**src/rtl/assert_macros.svh**
```systemverilog
// Assertion helpers used by the receiver RTL.
`ifndef ASSERT_MACROS_SVH
`define ASSERT_MACROS_SVH

// Same-cycle implication, checked outside reset.
`define SFR_ASSERT_IMPL(label, clk, rst_n, ante, cons) \
  label: assert property (@(posedge clk) disable iff (!rst_n) (ante) |-> (cons)) \
    else $error("sfr assertion failed");

// Next-cycle implication, checked outside reset.
`define SFR_ASSERT_NEXT(label, clk, rst_n, ante, cons) \
  label: assert property (@(posedge clk) disable iff (!rst_n) (ante) |=> (cons)) \
    else $error("sfr assertion failed");

`endif

```
**src/rtl/sfr_pkg.sv**
```systemverilog
package sfr_pkg;

  typedef enum logic [1:0] {
    PH_IDLE = 2'd0,
    PH_ADDR = 2'd1,
    PH_LEN  = 2'd2,
    PH_BODY = 2'd3
  } phase_e;

  typedef enum logic [1:0] {
    KIND_ADDR = 2'd0,
    KIND_LEN  = 2'd1,
    KIND_PAY  = 2'd2,
    KIND_SUM  = 2'd3
  } kind_e;

  localparam logic [0:0] CFG_SYNC = 1'b0;
  localparam logic [0:0] CFG_ESC  = 1'b1;

  localparam logic [7:0] SYNC_RESET = 8'hE0;
  localparam logic [7:0] ESC_RESET  = 8'hD0;

  typedef struct packed {
    phase_e     phase;
    logic       esc_pend;
    logic [7:0] frame_len;
    logic [7:0] pay_cnt;
    logic [7:0] sum;
  } state_t;

  typedef struct packed {
    logic       valid;
    logic [7:0] data;
    kind_e      kind;
    logic       frame_end;
    logic       ok;
  } result_t;

endpackage

```
**src/rtl/serial_frame_receiver.sv**
```systemverilog
// Serial frame receiver. Takes one raw byte per input item and decodes a
// byte-stuffed frame: a sync byte (re)starts the frame from any phase, an
// escape byte is dropped and the byte after it is taken plus one. Each
// decoded byte comes out as one result item tagged address, length,
// payload or checksum; the checksum item (or a zero length) closes the
// frame and reports whether the checksum matched the 8-bit sum of address,
// length and payload. Bytes outside a frame, sync and escape bytes give no
// result. The block takes one item per cycle while the result side keeps
// up: a byte is held in the input register, is decoded in a single pass
// against the frame state and lands in the result register, where it waits
// to be taken. The input side stalls only while an untaken result sits in
// the result register and the byte in the input register would produce
// another. The sync and escape values are written through the configuration
// port (index 0 sync, index 1 escape); the user writes them only while the
// block is idle, and the block itself does not enforce that.
module serial_frame_receiver (
  input  logic       clk_i,
  input  logic       rst_ni,
  input  logic       cfg_we_i,
  input  logic [0:0] cfg_idx_i,
  input  logic [7:0] cfg_data_i,
  input  logic       in_valid_i,
  output logic       in_ready_o,
  input  logic [7:0] rx_byte_i,
  output logic       out_valid_o,
  input  logic       out_ready_i,
  output logic [7:0] data_byte_o,
  output logic [1:0] byte_kind_o,
  output logic       frame_end_o,
  output logic       checksum_ok_o
);
  import sfr_pkg::*;

  `include "assert_macros.svh"

  logic       in_vld_q;
  logic [7:0] in_byte_q;
  logic [7:0] sync_q;
  logic [7:0] esc_q;
  state_t     state_q;
  state_t     state_d;
  result_t    res;
  logic       out_vld_q;
  logic [7:0] out_data_q;
  kind_e      out_kind_q;
  logic       out_end_q;
  logic       out_ok_q;
  logic       slot_free;
  logic       advance;

  // configuration registers
  always_ff @(posedge clk_i or negedge rst_ni) begin
    if (!rst_ni) begin
      sync_q <= SYNC_RESET;
      esc_q  <= ESC_RESET;
    end else if (cfg_we_i) begin
      unique case (cfg_idx_i)
        CFG_SYNC: sync_q <= cfg_data_i;
        CFG_ESC:  esc_q  <= cfg_data_i;
        default:  sync_q <= sync_q;
      endcase
    end
  end

  // decode the held byte against the current frame state
  sfr_decode u_decode (
    .state_i (state_q),
    .byte_i  (in_byte_q),
    .sync_i  (sync_q),
    .esc_i   (esc_q),
    .state_o (state_d),
    .res_o   (res)
  );

  // the result register is free if empty or being drained this cycle
  assign slot_free  = !out_vld_q || out_ready_i;
  // advance the held byte unless its result has nowhere to go
  assign advance    = in_vld_q && (!res.valid || slot_free);
  assign in_ready_o = !in_vld_q || advance;

  // input register
  always_ff @(posedge clk_i or negedge rst_ni) begin
    if (!rst_ni) begin
      in_vld_q <= 1'b0;
    end else if (in_ready_o) begin
      in_vld_q <= in_valid_i;
    end
  end

  always_ff @(posedge clk_i) begin
    if (in_ready_o && in_valid_i) begin
      in_byte_q <= rx_byte_i;
    end
  end

  // frame state: update only when the held byte is consumed
  always_ff @(posedge clk_i or negedge rst_ni) begin
    if (!rst_ni) begin
      state_q <= '{phase: PH_IDLE, esc_pend: 1'b0, frame_len: 8'd0,
                   pay_cnt: 8'd0, sum: 8'd0};
    end else if (advance) begin
      state_q <= state_d;
    end
  end

  // result register
  always_ff @(posedge clk_i or negedge rst_ni) begin
    if (!rst_ni) begin
      out_vld_q <= 1'b0;
    end else if (slot_free) begin
      out_vld_q <= advance && res.valid;
    end
  end

  always_ff @(posedge clk_i) begin
    if (slot_free && advance && res.valid) begin
      out_data_q <= res.data;
      out_kind_q <= res.kind;
      out_end_q  <= res.frame_end;
      out_ok_q   <= res.ok;
    end
  end

  assign out_valid_o   = out_vld_q;
  assign data_byte_o   = out_data_q;
  assign byte_kind_o   = out_kind_q;
  assign frame_end_o   = out_end_q;
  assign checksum_ok_o = out_ok_q;

  // a frame closes only on a length or checksum item
  `SFR_ASSERT_IMPL(a_end_kind, clk_i, rst_ni, out_vld_q && out_end_q,
                   out_kind_q == KIND_LEN || out_kind_q == KIND_SUM)
  // a checksum match is only reported on a closing item
  `SFR_ASSERT_IMPL(a_ok_end, clk_i, rst_ni, out_vld_q && out_ok_q, out_end_q)
  // a decoded result never comes from an idle receiver
  `SFR_ASSERT_IMPL(a_res_phase, clk_i, rst_ni, in_vld_q && res.valid,
                   state_q.phase != PH_IDLE)
  // a consumed sync byte always reopens the frame at the address
  `SFR_ASSERT_NEXT(a_sync_restart, clk_i, rst_ni, advance && (in_byte_q == sync_q),
                   state_q.phase == PH_ADDR && !state_q.esc_pend)

endmodule

```
**src/rtl/sfr_decode.sv**
```systemverilog
module sfr_decode (
  input  sfr_pkg::state_t  state_i,
  input  logic [7:0]       byte_i,
  input  logic [7:0]       sync_i,
  input  logic [7:0]       esc_i,
  output sfr_pkg::state_t  state_o,
  output sfr_pkg::result_t res_o
);
  import sfr_pkg::*;

  logic       is_sync;
  logic       is_esc;
  logic       takes;
  logic [7:0] val;
  logic       more;

  assign is_sync = (byte_i == sync_i);
  assign is_esc  = (byte_i == esc_i);
  // a byte that yields a result: in frame, neither sync nor escape
  assign takes   = !is_sync && (state_i.phase != PH_IDLE) && !is_esc;
  assign val     = state_i.esc_pend ? byte_i + 8'd1 : byte_i;
  assign more    = ({1'b0, state_i.pay_cnt} + 9'd1) < {1'b0, state_i.frame_len};

  // next state
  always_comb begin
    state_o = state_i;
    if (is_sync) begin
      state_o.phase    = PH_ADDR;
      state_o.esc_pend = 1'b0;
      state_o.sum      = 8'd0;
      state_o.pay_cnt  = 8'd0;
    end else if (state_i.phase == PH_IDLE) begin
      state_o = state_i;
    end else if (is_esc) begin
      state_o.esc_pend = 1'b1;
    end else begin
      state_o.esc_pend = 1'b0;
      unique case (state_i.phase)
        PH_ADDR: begin
          state_o.sum   = val;
          state_o.phase = PH_LEN;
        end
        PH_LEN: begin
          state_o.sum       = state_i.sum + val;
          state_o.frame_len = val;
          state_o.pay_cnt   = 8'd0;
          state_o.phase     = (val == 8'd0) ? PH_IDLE : PH_BODY;
        end
        PH_BODY: begin
          if (more) begin
            state_o.sum     = state_i.sum + val;
            state_o.pay_cnt = state_i.pay_cnt + 8'd1;
          end else begin
            state_o.phase = PH_IDLE;
          end
        end
        default: state_o.phase = state_i.phase;
      endcase
    end
  end

  // result
  always_comb begin
    res_o           = '0;
    res_o.data      = val;
    res_o.valid     = takes;
    res_o.kind      = KIND_ADDR;
    res_o.frame_end = 1'b0;
    res_o.ok        = 1'b0;
    unique case (state_i.phase)
      PH_ADDR: res_o.kind = KIND_ADDR;
      PH_LEN: begin
        res_o.kind      = KIND_LEN;
        res_o.frame_end = (val == 8'd0);
      end
      PH_BODY: begin
        if (more) begin
          res_o.kind = KIND_PAY;
        end else begin
          res_o.kind      = KIND_SUM;
          res_o.frame_end = 1'b1;
          res_o.ok        = (val == state_i.sum);
        end
      end
      default: res_o.valid = 1'b0;
    endcase
  end

endmodule

```
**config.mk**
```make
export PLATFORM = sky130hd
export DESIGN_NAME = serial_frame_receiver
export DESIGN_NICKNAME = d
export VERILOG_FILES = /design/src/rtl/sfr_pkg.sv /design/src/rtl/serial_frame_receiver.sv /design/src/rtl/sfr_decode.sv
export VERILOG_INCLUDE_DIRS = /design/src /design/src/rtl
export SDC_FILE = /design/constraint.sdc
export NUM_CORES = 1
export LEC_CHECK = 0
export BUFFER_PORTS_ARGS = -buffer_cell sky130_fd_sc_hd__buf_4
export CORE_MARGIN = 3
export CORE_UTILIZATION = 54
export DETAILED_ROUTE_END_ITERATION = 6
export GPL_ROUTABILITY_DRIVEN = 0
export PLACE_DENSITY_LB_ADDON = 0.25
export SYNTH_ARGS = -nofsm -noshare
export SYNTH_HDL_FRONTEND = slang
export SYNTH_SLANG_ARGS = --single-unit
export TNS_END_PERCENT = 1
```
**constraint.sdc**
```tcl
create_clock -name clk_i -period 2.7 [get_ports clk_i]
set_clock_uncertainty 0.1 [all_clocks]
set_input_delay 0.405 -clock clk_i [delete_from_list [all_inputs] [get_ports clk_i]]
set_output_delay 0.405 -clock clk_i [all_outputs]
set_load 0.02 [all_outputs]
```
==> results.cfg, run 1 <==
[power]
power.switching_mw = 1.55
flop_pwr_share_pct = 33.7
ir_drop_mv = 0.438
power_leakage_nw = 2.16
part_of_the_total_power_dissipated_in_the_clock_network_pct = 21.2
power_switching_share_pct = 35.7
cellPowerDensity_nw_per_um2 = 891
combinationalPowerShare_pct = 45.1
intPower_mw = 2.80

[floorplan]
initial_utilization_pct = 57.0
fp_rows = 29
fp.dieH_um = 89.1
core_um2 = 6530
die_footprint_um2 = 7930
io_pins = 36
die_w_um = 89.1

[timing]
setup_tns_ns = -1.31
layout_setup_ws_ns = -0.112
setup_repair_after_global_routing_missed_its_margin = true
post_route_minimum_period_ns = 2.81
layout_worst_path_cycle_share_pct = 104
setup_violations = 17
fmax_ghz = 0.356
worst_pin_slew_ns = 0.777
final_max_slew_viol_count = 0
timing.final.hold_violations = 0
timing.slew.headroom_pct = 48.0

[synth]
synthesis_warning_total = 0
synth_nets = 394
dominantRegCellSynth = sky130_fd_sc_hd__dfrtp_1
yosysUniqueCellTypes = 58
postSynthRegisterBits = 65
fraction_of_registers_with_async_set_reset_pct = 69.2
syn_area_um2 = 3720
seq_area_frac_synth_pct = 46.6
post_synth_inst_count = 350
syn_area_per_cell_um2 = 10.6
synth-edff-count = 20

[placed_design]
place_hpwl_mm = 6.07
post_placement_worst_setup_slack_ns = -0.113
placement.cell_area_um2 = 4440
numPlacedInstances = 495
port_buffers = 35

[cts]
clock_latency_reported_for_the_late_side_of_the_worst_skew_pair_ns = 0.34
cts-buffers-inserted = 9
tritoncts_num_sinks = 65
clk_pin_slew_ns = 0.07
cts.root.buffer_cell = sky130_fd_sc_hd__clkbuf_8
cts_tree = built
clock_path_buffers = 2
cts_max_level = 3

[critical_path]
worst_r2r_startpoint = state_q[9]
critical_path.cell_chain = ha_4 > nand3_4 > inv_2 > nand3_4 > xnor2_2 > ha_1 > a21o_1 > a211oi_2 > a21oi_2 > o31ai_4 > buf_6 > mux2_4
timing.setup.critical_path_class = register to register
kind_of_start_point_of_the_critical_path = register
timing.rr.end = state_q[2]
rr_worst_depth = 12
critPathCaptureType = register
worst-r2r-setup-slack_ns = -0.11
buffers_inverters_on_critical_path = 2
required_ns = 2.83
critical_path.slowest_cell = sky130_fd_sc_hd__dfrtp_1
cpMostUsedCell = sky130_fd_sc_hd__nand3_4
cp_slowest_stage_delay_ns = 0.42
crit_arrival_ns = 2.94
critical_path_peak_fanout = 5
cpLargestDelayFamily = compound AO/OA/AOI/OAI gates

[global_route]
via_count_of_the_first_global_routing_pass = 3040
grt_pass1_wl_mm = 14.4
grt_start_max_net_pins = 46
grt.total_usage_pct = 24.0
globalRouteOverflowTotal = 0
antenna_violations_before_repair = 0

[min_path]
hold_path_depth = 1
timing.hold.worst.class = input port to register
worstHoldStart = rx_byte_i[7]
hold_path_end = in_byte_q[7]

[cells_and_area]
layout.cell_area.non_filler_um2 = 4880
layout.filler_cells = 445
drive_above_1_share_pct = 39.0
syn2layout_area_growth_pct = 31.1
finish.net_count = 485
final_util_pct = 74.8
antenna_cells_inserted = 0
final_cells = 523

[routing]
ant_nets = 0
postRouteWirelength_mm = 8.70
detailedRoute.firstIterationViolations = 159
drc = 0
vias = 2956
wire_per_inst_um = 16.6
detailedRoute.firstPassIterationCount = 4
post_detailed_route_via_to_cell_ratio = 5.65

[status]
violations_in_the_final_reports = negative setup slack
outcome = complete, but fails checks

[job]
max-cap-violations = 0
[synthesized netlist by cell type, drive strengths merged, types with 2 or more instances]
cell type / n / area share [%]
a211o: 3 / 0.71
a211oi: 3 / 0.60
a21o: 4 / 0.81
a21oi: 12 / 1.7
and3: 3 / 0.54
and4: 2 / 0.54
buf: 6 / 1.3
clkbuf: 3 / 0.30
dfrtp: 39 / 26
dfstp: 6 / 4.2
edfxtp: 20 / 16
ha: 21 / 7.1
inv: 27 / 2.7
mux2: 23 / 7.0
nand2: 33 / 3.4
nand2b: 2 / 0.34
nand3: 16 / 2.1
nand4: 4 / 1.1
nor2: 20 / 2.0
nor2b: 5 / 0.84
nor3: 8 / 1.1
nor3b: 3 / 0.60
nor4: 4 / 1.1
o2111ai: 2 / 0.47
o211ai: 3 / 0.60
o21ai: 19 / 2.6
o22a: 2 / 0.47
o2bb2ai: 3 / 0.71
o31a: 2 / 0.50
o31ai: 3 / 0.87
or2: 2 / 0.34
or3: 3 / 0.50
xnor2: 14 / 3.3
xor2: 18 / 4.4
[stage by stage]
| stage | hold WS [ns] | power (mW) |
|---|---|---|
| 3_5_place_dp | 0.351 | 3.23 |
| 2_1_floorplan | 0.00941 | 2.62 |
| 3_3_place_gp | 0.346 | 3.18 |
| 4_1_cts | 0.123 | 4.25 |
| 6_report | 0.139 | 4.35 |
| 5_1_grt | 0.117 | 4.64 |
[layer usage]
metal | global-route usage, % | vias up | share of wire, %
li1 | - | 1426 | -
met1 | 29.7 | 1427 | 42
met2 | 39.9 | 79 | 51
met3 | 6.08 | 24 | 4.7
met4 | 10.3 | 0 | 2.3
met5 | 0 | - | 0
[sequential cells by signal, indices dropped and copies added, names as in the netlist]
register,cells
sync_q,8
checksum_ok_o,1
frame_end_o,1
in_byte_q,8
state_q,27
byte_kind_o,2
esc_q,8
data_byte_o,8
out_valid_o,1
in_vld_q,1
[power by group through the flow]
stage | Clock (mW) | Sequential, mW | Combinational, mW
floorplan | 0 | 1.47 | 1.15
global placement | 0 | 1.47 | 1.71
detailed placement | 0 | 1.48 | 1.75
CTS | 0.934 | 1.46 | 1.86
global route | 0.982 | 1.49 | 2.17
finish | 0.922 | 1.47 | 1.96
[worst max-delay path by stage]
stage	slack (ns)	depth (start not counted)	start	end
global placement	-0.06	12	state_q[8]	state_q[0]
floorplan	-0.05	12	state_q[10]	state_q[2]
finish	-0.11	12	state_q[9]	state_q[2]
detailed placement	-0.11	12	state_q[9]	state_q[0]
global route	-0.27	13	state_q[9]	state_q[14]
CTS	-0.13	12	state_q[8]	state_q[4]
[cells by family (layout without fill, tap and decap cells)]
logic type / after synthesis / after routing / share of synthesized area, %
simple gates: 109 / 109 / 15.3
compound gates: 62 / 62 / 11.3
buf+inv: 36 / 132 / 4.33
flops: 65 / 65 / 46.6
xor+xnor: 32 / 32 / 7.73
mux: 24 / 24 / 7.22
fa+ha+maj: 22 / 22 / 7.59
[layout make-up]
| type | instances | area (um2) | share of cell area (%) |
|---|---|---|---|
| multi-input combinational | 249 | 2050 | 42.0 |
| tap | 77 | 96.3 | 1.97 |
| sequential | 65 | 1740 | 35.5 |
| timing repair buffer | 89 | 674 | 13.8 |
| inverter | 27 | 101 | 2.07 |
| clock buffer | 15 | 198 | 4.05 |
| clock inverter | 1 | 30.0 | 0.615 |
[placed cells by master (no fill, tap or decap), types with 5 or more instances in the layout]
master                     Yosys  routed
sky130_fd_sc_hd__a21oi_1      11       8
sky130_fd_sc_hd__mux2_2       23      17
sky130_fd_sc_hd__dfrtp_1      39      38
sky130_fd_sc_hd__clkbuf_8      0      12
sky130_fd_sc_hd__xnor2_2       0       5
sky130_fd_sc_hd__o21ai_0      18      14
sky130_fd_sc_hd__xnor2_1      14       9
sky130_fd_sc_hd__xor2_1       17      14
sky130_fd_sc_hd__o21ai_1       1       5
sky130_fd_sc_hd__buf_4         0      87
sky130_fd_sc_hd__inv_1        27      26
sky130_fd_sc_hd__mux2_4        0       6
sky130_fd_sc_hd__nor3_1        8       8
sky130_fd_sc_hd__nand2_1      32      31
sky130_fd_sc_hd__dfstp_2       6       6
sky130_fd_sc_hd__nor2_1       20      17
sky130_fd_sc_hd__nand3_1      16      11
sky130_fd_sc_hd__ha_1         21      18
sky130_fd_sc_hd__edfxtp_1     20      20
[worst register-to-register path, stage by stage (launching register included)]
cell and delay (ns):
sky130_fd_sc_hd__dfrtp_1 0.42, sky130_fd_sc_hd__ha_4 0.18, sky130_fd_sc_hd__nand3_4 0.08, sky130_fd_sc_hd__inv_2 0.07, sky130_fd_sc_hd__nand3_4 0.07, sky130_fd_sc_hd__xnor2_2 0.15, sky130_fd_sc_hd__ha_1 0.30, sky130_fd_sc_hd__a21o_1 0.18
sky130_fd_sc_hd__a211oi_2 0.29, sky130_fd_sc_hd__a21oi_2 0.11, sky130_fd_sc_hd__o31ai_4 0.27, sky130_fd_sc_hd__buf_6 0.18, sky130_fd_sc_hd__mux2_4 0.31
[timing repair]
item	4_1_cts	5_1_grt
endpoints found under the setup margin	15	20
cloned	1	0
pin swaps	13	13
hold buffers	1	0
resized for setup	10	18
buffers inserted	7	3
endpoints found under the hold margin	39	0
Note: power is estimated with default switching activity, not from simulation.
==> inputs of run 2 (changes only) <==
Settings changed: CORE_UTILIZATION 54 to 50, REMOVE_ABC_BUFFERS set to 1, SYNTH_HIERARCHICAL set to 1.
==> results.cfg, run 2 <==
[cells_and_area]
registers.top_by_ff_count = state_q
drive_above_1_share_pct = 34.0
layout.filler_cells = 720
final_cells = 629
final_util_pct = 62.1
syn2layout_area_growth_pct = 20.2
highest_count_cells_in_the_layout_ignoring_fill_and_taps = sky130_fd_sc_hd__buf_4, sky130_fd_sc_hd__nand2_1, sky130_fd_sc_hd__dfrtp_1, sky130_fd_sc_hd__nand2b_1, sky130_fd_sc_hd__nand4b_1
antenna_cells_inserted = 0
layout_commonest_cell = sky130_fd_sc_hd__buf_4
finish.net_count = 556
seq_area_um2 = 1730
number_of_flip_flops_under_the_largest_register_name = 27
combined_area_of_the_multi_input_logic_cells_um2 = 2660
layout.cell_area.non_filler_um2 = 5420

[timing]
setup_repair_after_global_routing_missed_its_margin = true
layout_setup_ws_ns = -0.616
timing.final.hold_violations = 0
worst_pin_slew_ns = 0.802
whs_ns = 0.123
layout_worst_path_cycle_share_pct = 123
fmax_ghz = 0.302
final_max_slew_viol_count = 0
setup_violations = 21
setup_tns_ns = -10.38
post_route_minimum_period_ns = 3.32
timing.slew.headroom_pct = 46.4

[critical_path]
required_ns = 2.88
crit_arrival_ns = 3.49
critPathCaptureType = register
rr_worst_depth = 15
kind_of_start_point_of_the_critical_path = register
setup.worst_path.start = state_q[9]
worst_r2r_startpoint = state_q[9]
timing.setup.critical_path_class = register to register
critical_path_peak_fanout = 4

[cts]
cts-buffers-inserted = 9
cts.root.buffer_cell = sky130_fd_sc_hd__clkbuf_8
postCtsSetupBuffers = 0
clock_path_buffers = 2
clock_latency_reported_for_the_late_side_of_the_worst_skew_pair_ns = 0.35
cts_tree = built
tritoncts_num_sinks = 65
clk_pin_slew_ns = 0.09
cts_max_level = 3

[routing]
post_detailed_route_via_to_cell_ratio = 5.97
postRouteWirelength_mm = 11.6
vias = 3755
wire_per_inst_um = 18.5
drc = 0
ant_nets = 0
detailedRoute.firstPassIterationCount = 5
detailedRoute.firstIterationViolations = 292

[floorplan]
fp_rows = 34
core_um2 = 8720
fp.dieH_um = 101
io_pins = 36
initial_utilization_pct = 51.7
die_w_um = 101
die_footprint_um2 = 10200

[power]
power_leakage_nw = 2.29
part_of_the_total_power_dissipated_in_the_clock_network_pct = 14.0
flop_pwr_share_pct = 29.6
combinationalPowerShare_pct = 56.4
power_switching_share_pct = 44.0
p_total_mw = 5.55
intPower_mw = 3.11
ir_drop_mv = 0.574
cellPowerDensity_nw_per_um2 = 1020
power.switching_mw = 2.44

[placed_design]
place_hpwl_mm = 8.15
post_placement_worst_setup_slack_ns = -0.781
placement.cell_area_um2 = 5130
numPlacedInstances = 612
port_buffers = 35

[synth]
syn_area_um2 = 4510
fraction_of_registers_with_async_set_reset_pct = 69.2
synth_common_cells = sky130_fd_sc_hd__nand2_1, sky130_fd_sc_hd__dfrtp_1, sky130_fd_sc_hd__nand2b_1
syn_area_per_cell_um2 = 10.1
netlist.top_cell.by_area = sky130_fd_sc_hd__dfrtp_1
postSynthRegisterBits = 65
post_synth_inst_count = 446
dominantRegCellSynth = sky130_fd_sc_hd__dfrtp_1
synth-edff-count = 20
netlist_top_cells_area = sky130_fd_sc_hd__dfrtp_1, sky130_fd_sc_hd__edfxtp_1, sky130_fd_sc_hd__o211ai_2, sky130_fd_sc_hd__nand4b_1, sky130_fd_sc_hd__xnor2_1
yosysUniqueCellTypes = 62
yosysMostFrequentCell = sky130_fd_sc_hd__nand2_1
synthesis_warning_total = 6
synth_top_cell_area_share_pct = 21.7
seq_area_frac_synth_pct = 38.5

[global_route]
grt.total_usage_pct = 23.7
grt_pass1_wl_mm = 18.9
antenna_violations_before_repair = 0
globalRouteOverflowTotal = 0
grt_start_max_net_pins = 46
via_count_of_the_first_global_routing_pass = 3805

[min_path]
hold_path_depth = 1
timing.hold.worst.class = input port to register
worstHoldStart = rx_byte_i[6]

[job]
max-cap-violations = 0

[status]
outcome = complete, but fails checks
violations_in_the_final_reports = negative setup slack
run 2: changes by cell type in the layout (fill, tap and decap cells not counted), sizes merged, moves of 6 or more:
cell	before	now
o211ai	3	28
inv	27	14
o21ai	19	13
nand2	33	57
nand2b	2	29
xnor2	14	25
nand3	16	8
nand4b	0	27
xor2	18	7
run 2: logic make-up (layout without fill, tap and decap cells):
logic type,after synthesis,count (layout),share of synthesized area [%]
adder cells (fa/ha/maj),18,18,5.17
AO/OA/AOI/OAI,82,82,16.5
XOR/XNOR,32,32,6.39
flip-flops,65,65,38.5
buffers and inverters,41,116,4.80
AND/OR/NAND/NOR,189,189,24.0
multiplexers,19,19,4.72
run 2: path summary, 6_finish.rpt:
kind / to / slack (ns)
setup / recovery: state_q[3] / -0.62
hold / removal: in_byte_q[6] / 0.12
setup reg to reg: state_q[3] / -0.62
hold reg to reg: state_q[18] / 0.43
max in group asynchronous: state_q[23] / 1.58
min in group asynchronous: sync_q[4] / 0.50
run 2: area by class of cell:
cell class	count	area share, %
multi-input combinational	340	49.0
timing repair buffer	88	12.3
inverter	12	0.832
clock inverter	6	0.947
clock buffer	10	2.36
tap	108	2.49
sequential	65	32.0
run 2: repair_timing:
action	in CTS	in global routing
endpoints found under the hold margin	34	0
gates resized for setup	14	7
pin swaps	10	7
setup endpoints to repair	22	22
hold buffers	1	0
cloned	0	0
run 2: critical path, stage by stage (launching register included):
cell                       delay (ns)
sky130_fd_sc_hd__dfrtp_1         0.39
sky130_fd_sc_hd__ha_2            0.19
sky130_fd_sc_hd__and3_4          0.18
sky130_fd_sc_hd__and3_4          0.17
sky130_fd_sc_hd__nor2b_1         0.13
sky130_fd_sc_hd__or2_4           0.24
sky130_fd_sc_hd__ha_4            0.21
sky130_fd_sc_hd__a21o_1          0.18
sky130_fd_sc_hd__a221oi_4        0.37
sky130_fd_sc_hd__o211ai_4        0.14
sky130_fd_sc_hd__a211oi_4        0.27
sky130_fd_sc_hd__buf_4           0.17
sky130_fd_sc_hd__nor2_1          0.04
sky130_fd_sc_hd__a211oi_1        0.17
sky130_fd_sc_hd__nand2_1         0.10
sky130_fd_sc_hd__o211ai_2        0.18
run 2: power groups by stage:
| stage | clock [mW] | combinational (mW) | sequential [mW] |
|---|---|---|---|
| 2_1_floorplan | 0 | 1.82 | 1.71 |
| 4_1_cts | 0.788 | 3.01 | 1.64 |
| 6_report | 0.776 | 3.13 | 1.64 |
| 3_3_place_gp | 0 | 2.87 | 1.63 |
| 5_1_grt | 0.825 | 3.39 | 1.68 |
| 3_5_place_dp | 0 | 2.93 | 1.65 |
run 2: metal layers:
layer	global-route usage (%)	wire [um]	vias to the layer above
li1	-	-	1763
met1	32.4	5330	1847
met2	37.8	5350	121
met3	4.08	677	24
met4	8.59	291	0
met5	0	0	-
==> inputs of run 3 (changes only) <==
Settings changed: RECOVER_POWER set to 50, SKIP_LAST_GASP set to 1.
==> results.cfg, run 3 (synthesis gave the netlist of run 2 again) <==
[routing]
vias = 3767
wl_met3_um = 611
postRouteWirelength_mm = 11.6
detailedRoute.firstIterationViolations = 282
detailedRoute.firstPassIterationCount = 5
met2RoutedLength_mm = 5.32
ant_nets = 0
drc = 0
route.layer.met1.wl_mm = 5.38
top_routing_layer_in_use = met4
wire_per_inst_um = 18.4
post_detailed_route_via_to_cell_ratio = 5.99

[floorplan]
io_pins = 36
core_um2 = 8720
fp_rows = 34
fp.dieH_um = 101
die_footprint_um2 = 10200
initial_utilization_pct = 51.7
die_w_um = 101

[cts]
tritoncts_num_sinks = 65
cts.root.buffer_cell = sky130_fd_sc_hd__clkbuf_8
cts_max_level = 3
clock_latency_reported_for_the_late_side_of_the_worst_skew_pair_ns = 0.36
clk_pin_slew_ns = 0.09
cts-buffers-inserted = 9
cts_tree = built
clock_path_buffers = 2

[critical_path]
required_ns = 2.88
kind_of_start_point_of_the_critical_path = register
timing.setup.critical_path_class = register to register
critical_path.slowest_cell = sky130_fd_sc_hd__dfrtp_1
cpMostUsedCell = sky130_fd_sc_hd__and3_4
cpLargestDelayFamily = compound AO/OA/AOI/OAI gates
cp_slowest_stage_delay_ns = 0.39
critical_path_peak_fanout = 4
crit_arrival_ns = 3.54
critPathCaptureType = register
critical_path.cell_chain = ha_2 > and3_4 > and3_4 > nor2b_1 > or2_4 > ha_4 > a21o_1 > a221oi_4 > o211ai_4 > a211oi_4 > buf_4 > nor2_1 > a211oi_1 > nand2_1 > o211ai_2
buffers_inverters_on_critical_path = 1

[global_route]
grt_start_max_net_pins = 46
via_count_of_the_first_global_routing_pass = 3777
antenna_violations_before_repair = 0
grt_pass1_wl_mm = 18.8
grt.total_usage_pct = 23.6
globalRouteOverflowTotal = 0

[timing]
fmax_ghz = 0.298
setup_violations = 22
setup_tns_ns = -10.76
worst_pin_slew_ns = 1.19
layout_setup_ws_ns = -0.660
final_max_slew_viol_count = 0
timing.final.hold_violations = 0
post_route_minimum_period_ns = 3.36
setup_repair_after_global_routing_missed_its_margin = true
layout_worst_path_cycle_share_pct = 124
timing.slew.headroom_pct = 21.0

[cells_and_area]
number_of_flip_flops_under_the_largest_register_name = 27
finish.net_count = 556
layout_commonest_cell = sky130_fd_sc_hd__buf_4
antenna_cells_inserted = 0
registers.top_by_ff_count = state_q
drive_above_1_share_pct = 33.2
final_util_pct = 61.7
syn2layout_area_growth_pct = 19.5
final_cells = 629
highest_count_cells_in_the_layout_ignoring_fill_and_taps = sky130_fd_sc_hd__buf_4, sky130_fd_sc_hd__nand2_1, sky130_fd_sc_hd__dfrtp_1, sky130_fd_sc_hd__nand2b_1, sky130_fd_sc_hd__nand4b_1

[power]
ir_drop_mv = 0.574
p_total_mw = 5.50
power_leakage_nw = 2.28
cellPowerDensity_nw_per_um2 = 1020

[status]
violations_in_the_final_reports = negative setup slack
outcome = complete, but fails checks

[placed_design]
numPlacedInstances = 612
place_hpwl_mm = 8.15
port_buffers = 35

[job]
max-cap-violations = 0

[min_path]
timing.hold.worst.class = input port to register
[run 3: layout make-up]
cell class                 instances  area (um2)
fill                             724        3340
clock buffer                      10         128
sequential                        65        1730
tap                              108         135
inverter                          12        45.0
clock inverter                     6        51.3
multi-input combinational        340        2630
timing repair buffer              88         664
[run 3: path summary, 6_finish.rpt]
check,from,endpoint,slack (ns),depth (start not counted)
min in group asynchronous,rst_ni,sync_q[4],0.72,2
min,rx_byte_i[6],in_byte_q[6],0.14,1
max,state_q[9],state_q[3],-0.66,15
min reg2reg,state_q[18],state_q[18],0.43,2
max in group asynchronous,rst_ni,state_q[23],1.05,2
max reg2reg,state_q[9],state_q[3],-0.66,15
[run 3: report_power, final]
part / total, mW / internal, mW / switching, mW
Sequential: 1.64 / 1.33 / 0.309
Combinational: 3.07 / 1.40 / 1.67
Clock: 0.780 / 0.345 / 0.436
[run 3: what timing repair did]
item                                    4_1_cts  5_1_grt
endpoints found under the setup margin       22       22
gates resized for setup                       7        5
buffers inserted                              0        0
endpoints found under the hold margin        34        0
pin swaps                                     9        2
hold buffers                                  1        0
[run 3: per-layer routing]
layer,track usage [%],up-vias
met5,0,-
met4,8.38,0
met3,4.08,20
met2,37.4,138
met1,32.7,1841
li1,-,1768
[run 3: per-stage QoR]
step	instance area (um2)	setup slack (ns)	hold WS [ns]
final	5380	-0.660	0.143
after global routing	5380	-0.785	0.131
after CTS	5360	-0.608	0.114
after detailed placement	5130	-0.781	0.367
after global placement	5130	-0.701	0.370
after floorplan	4330	-1.23	0.00941
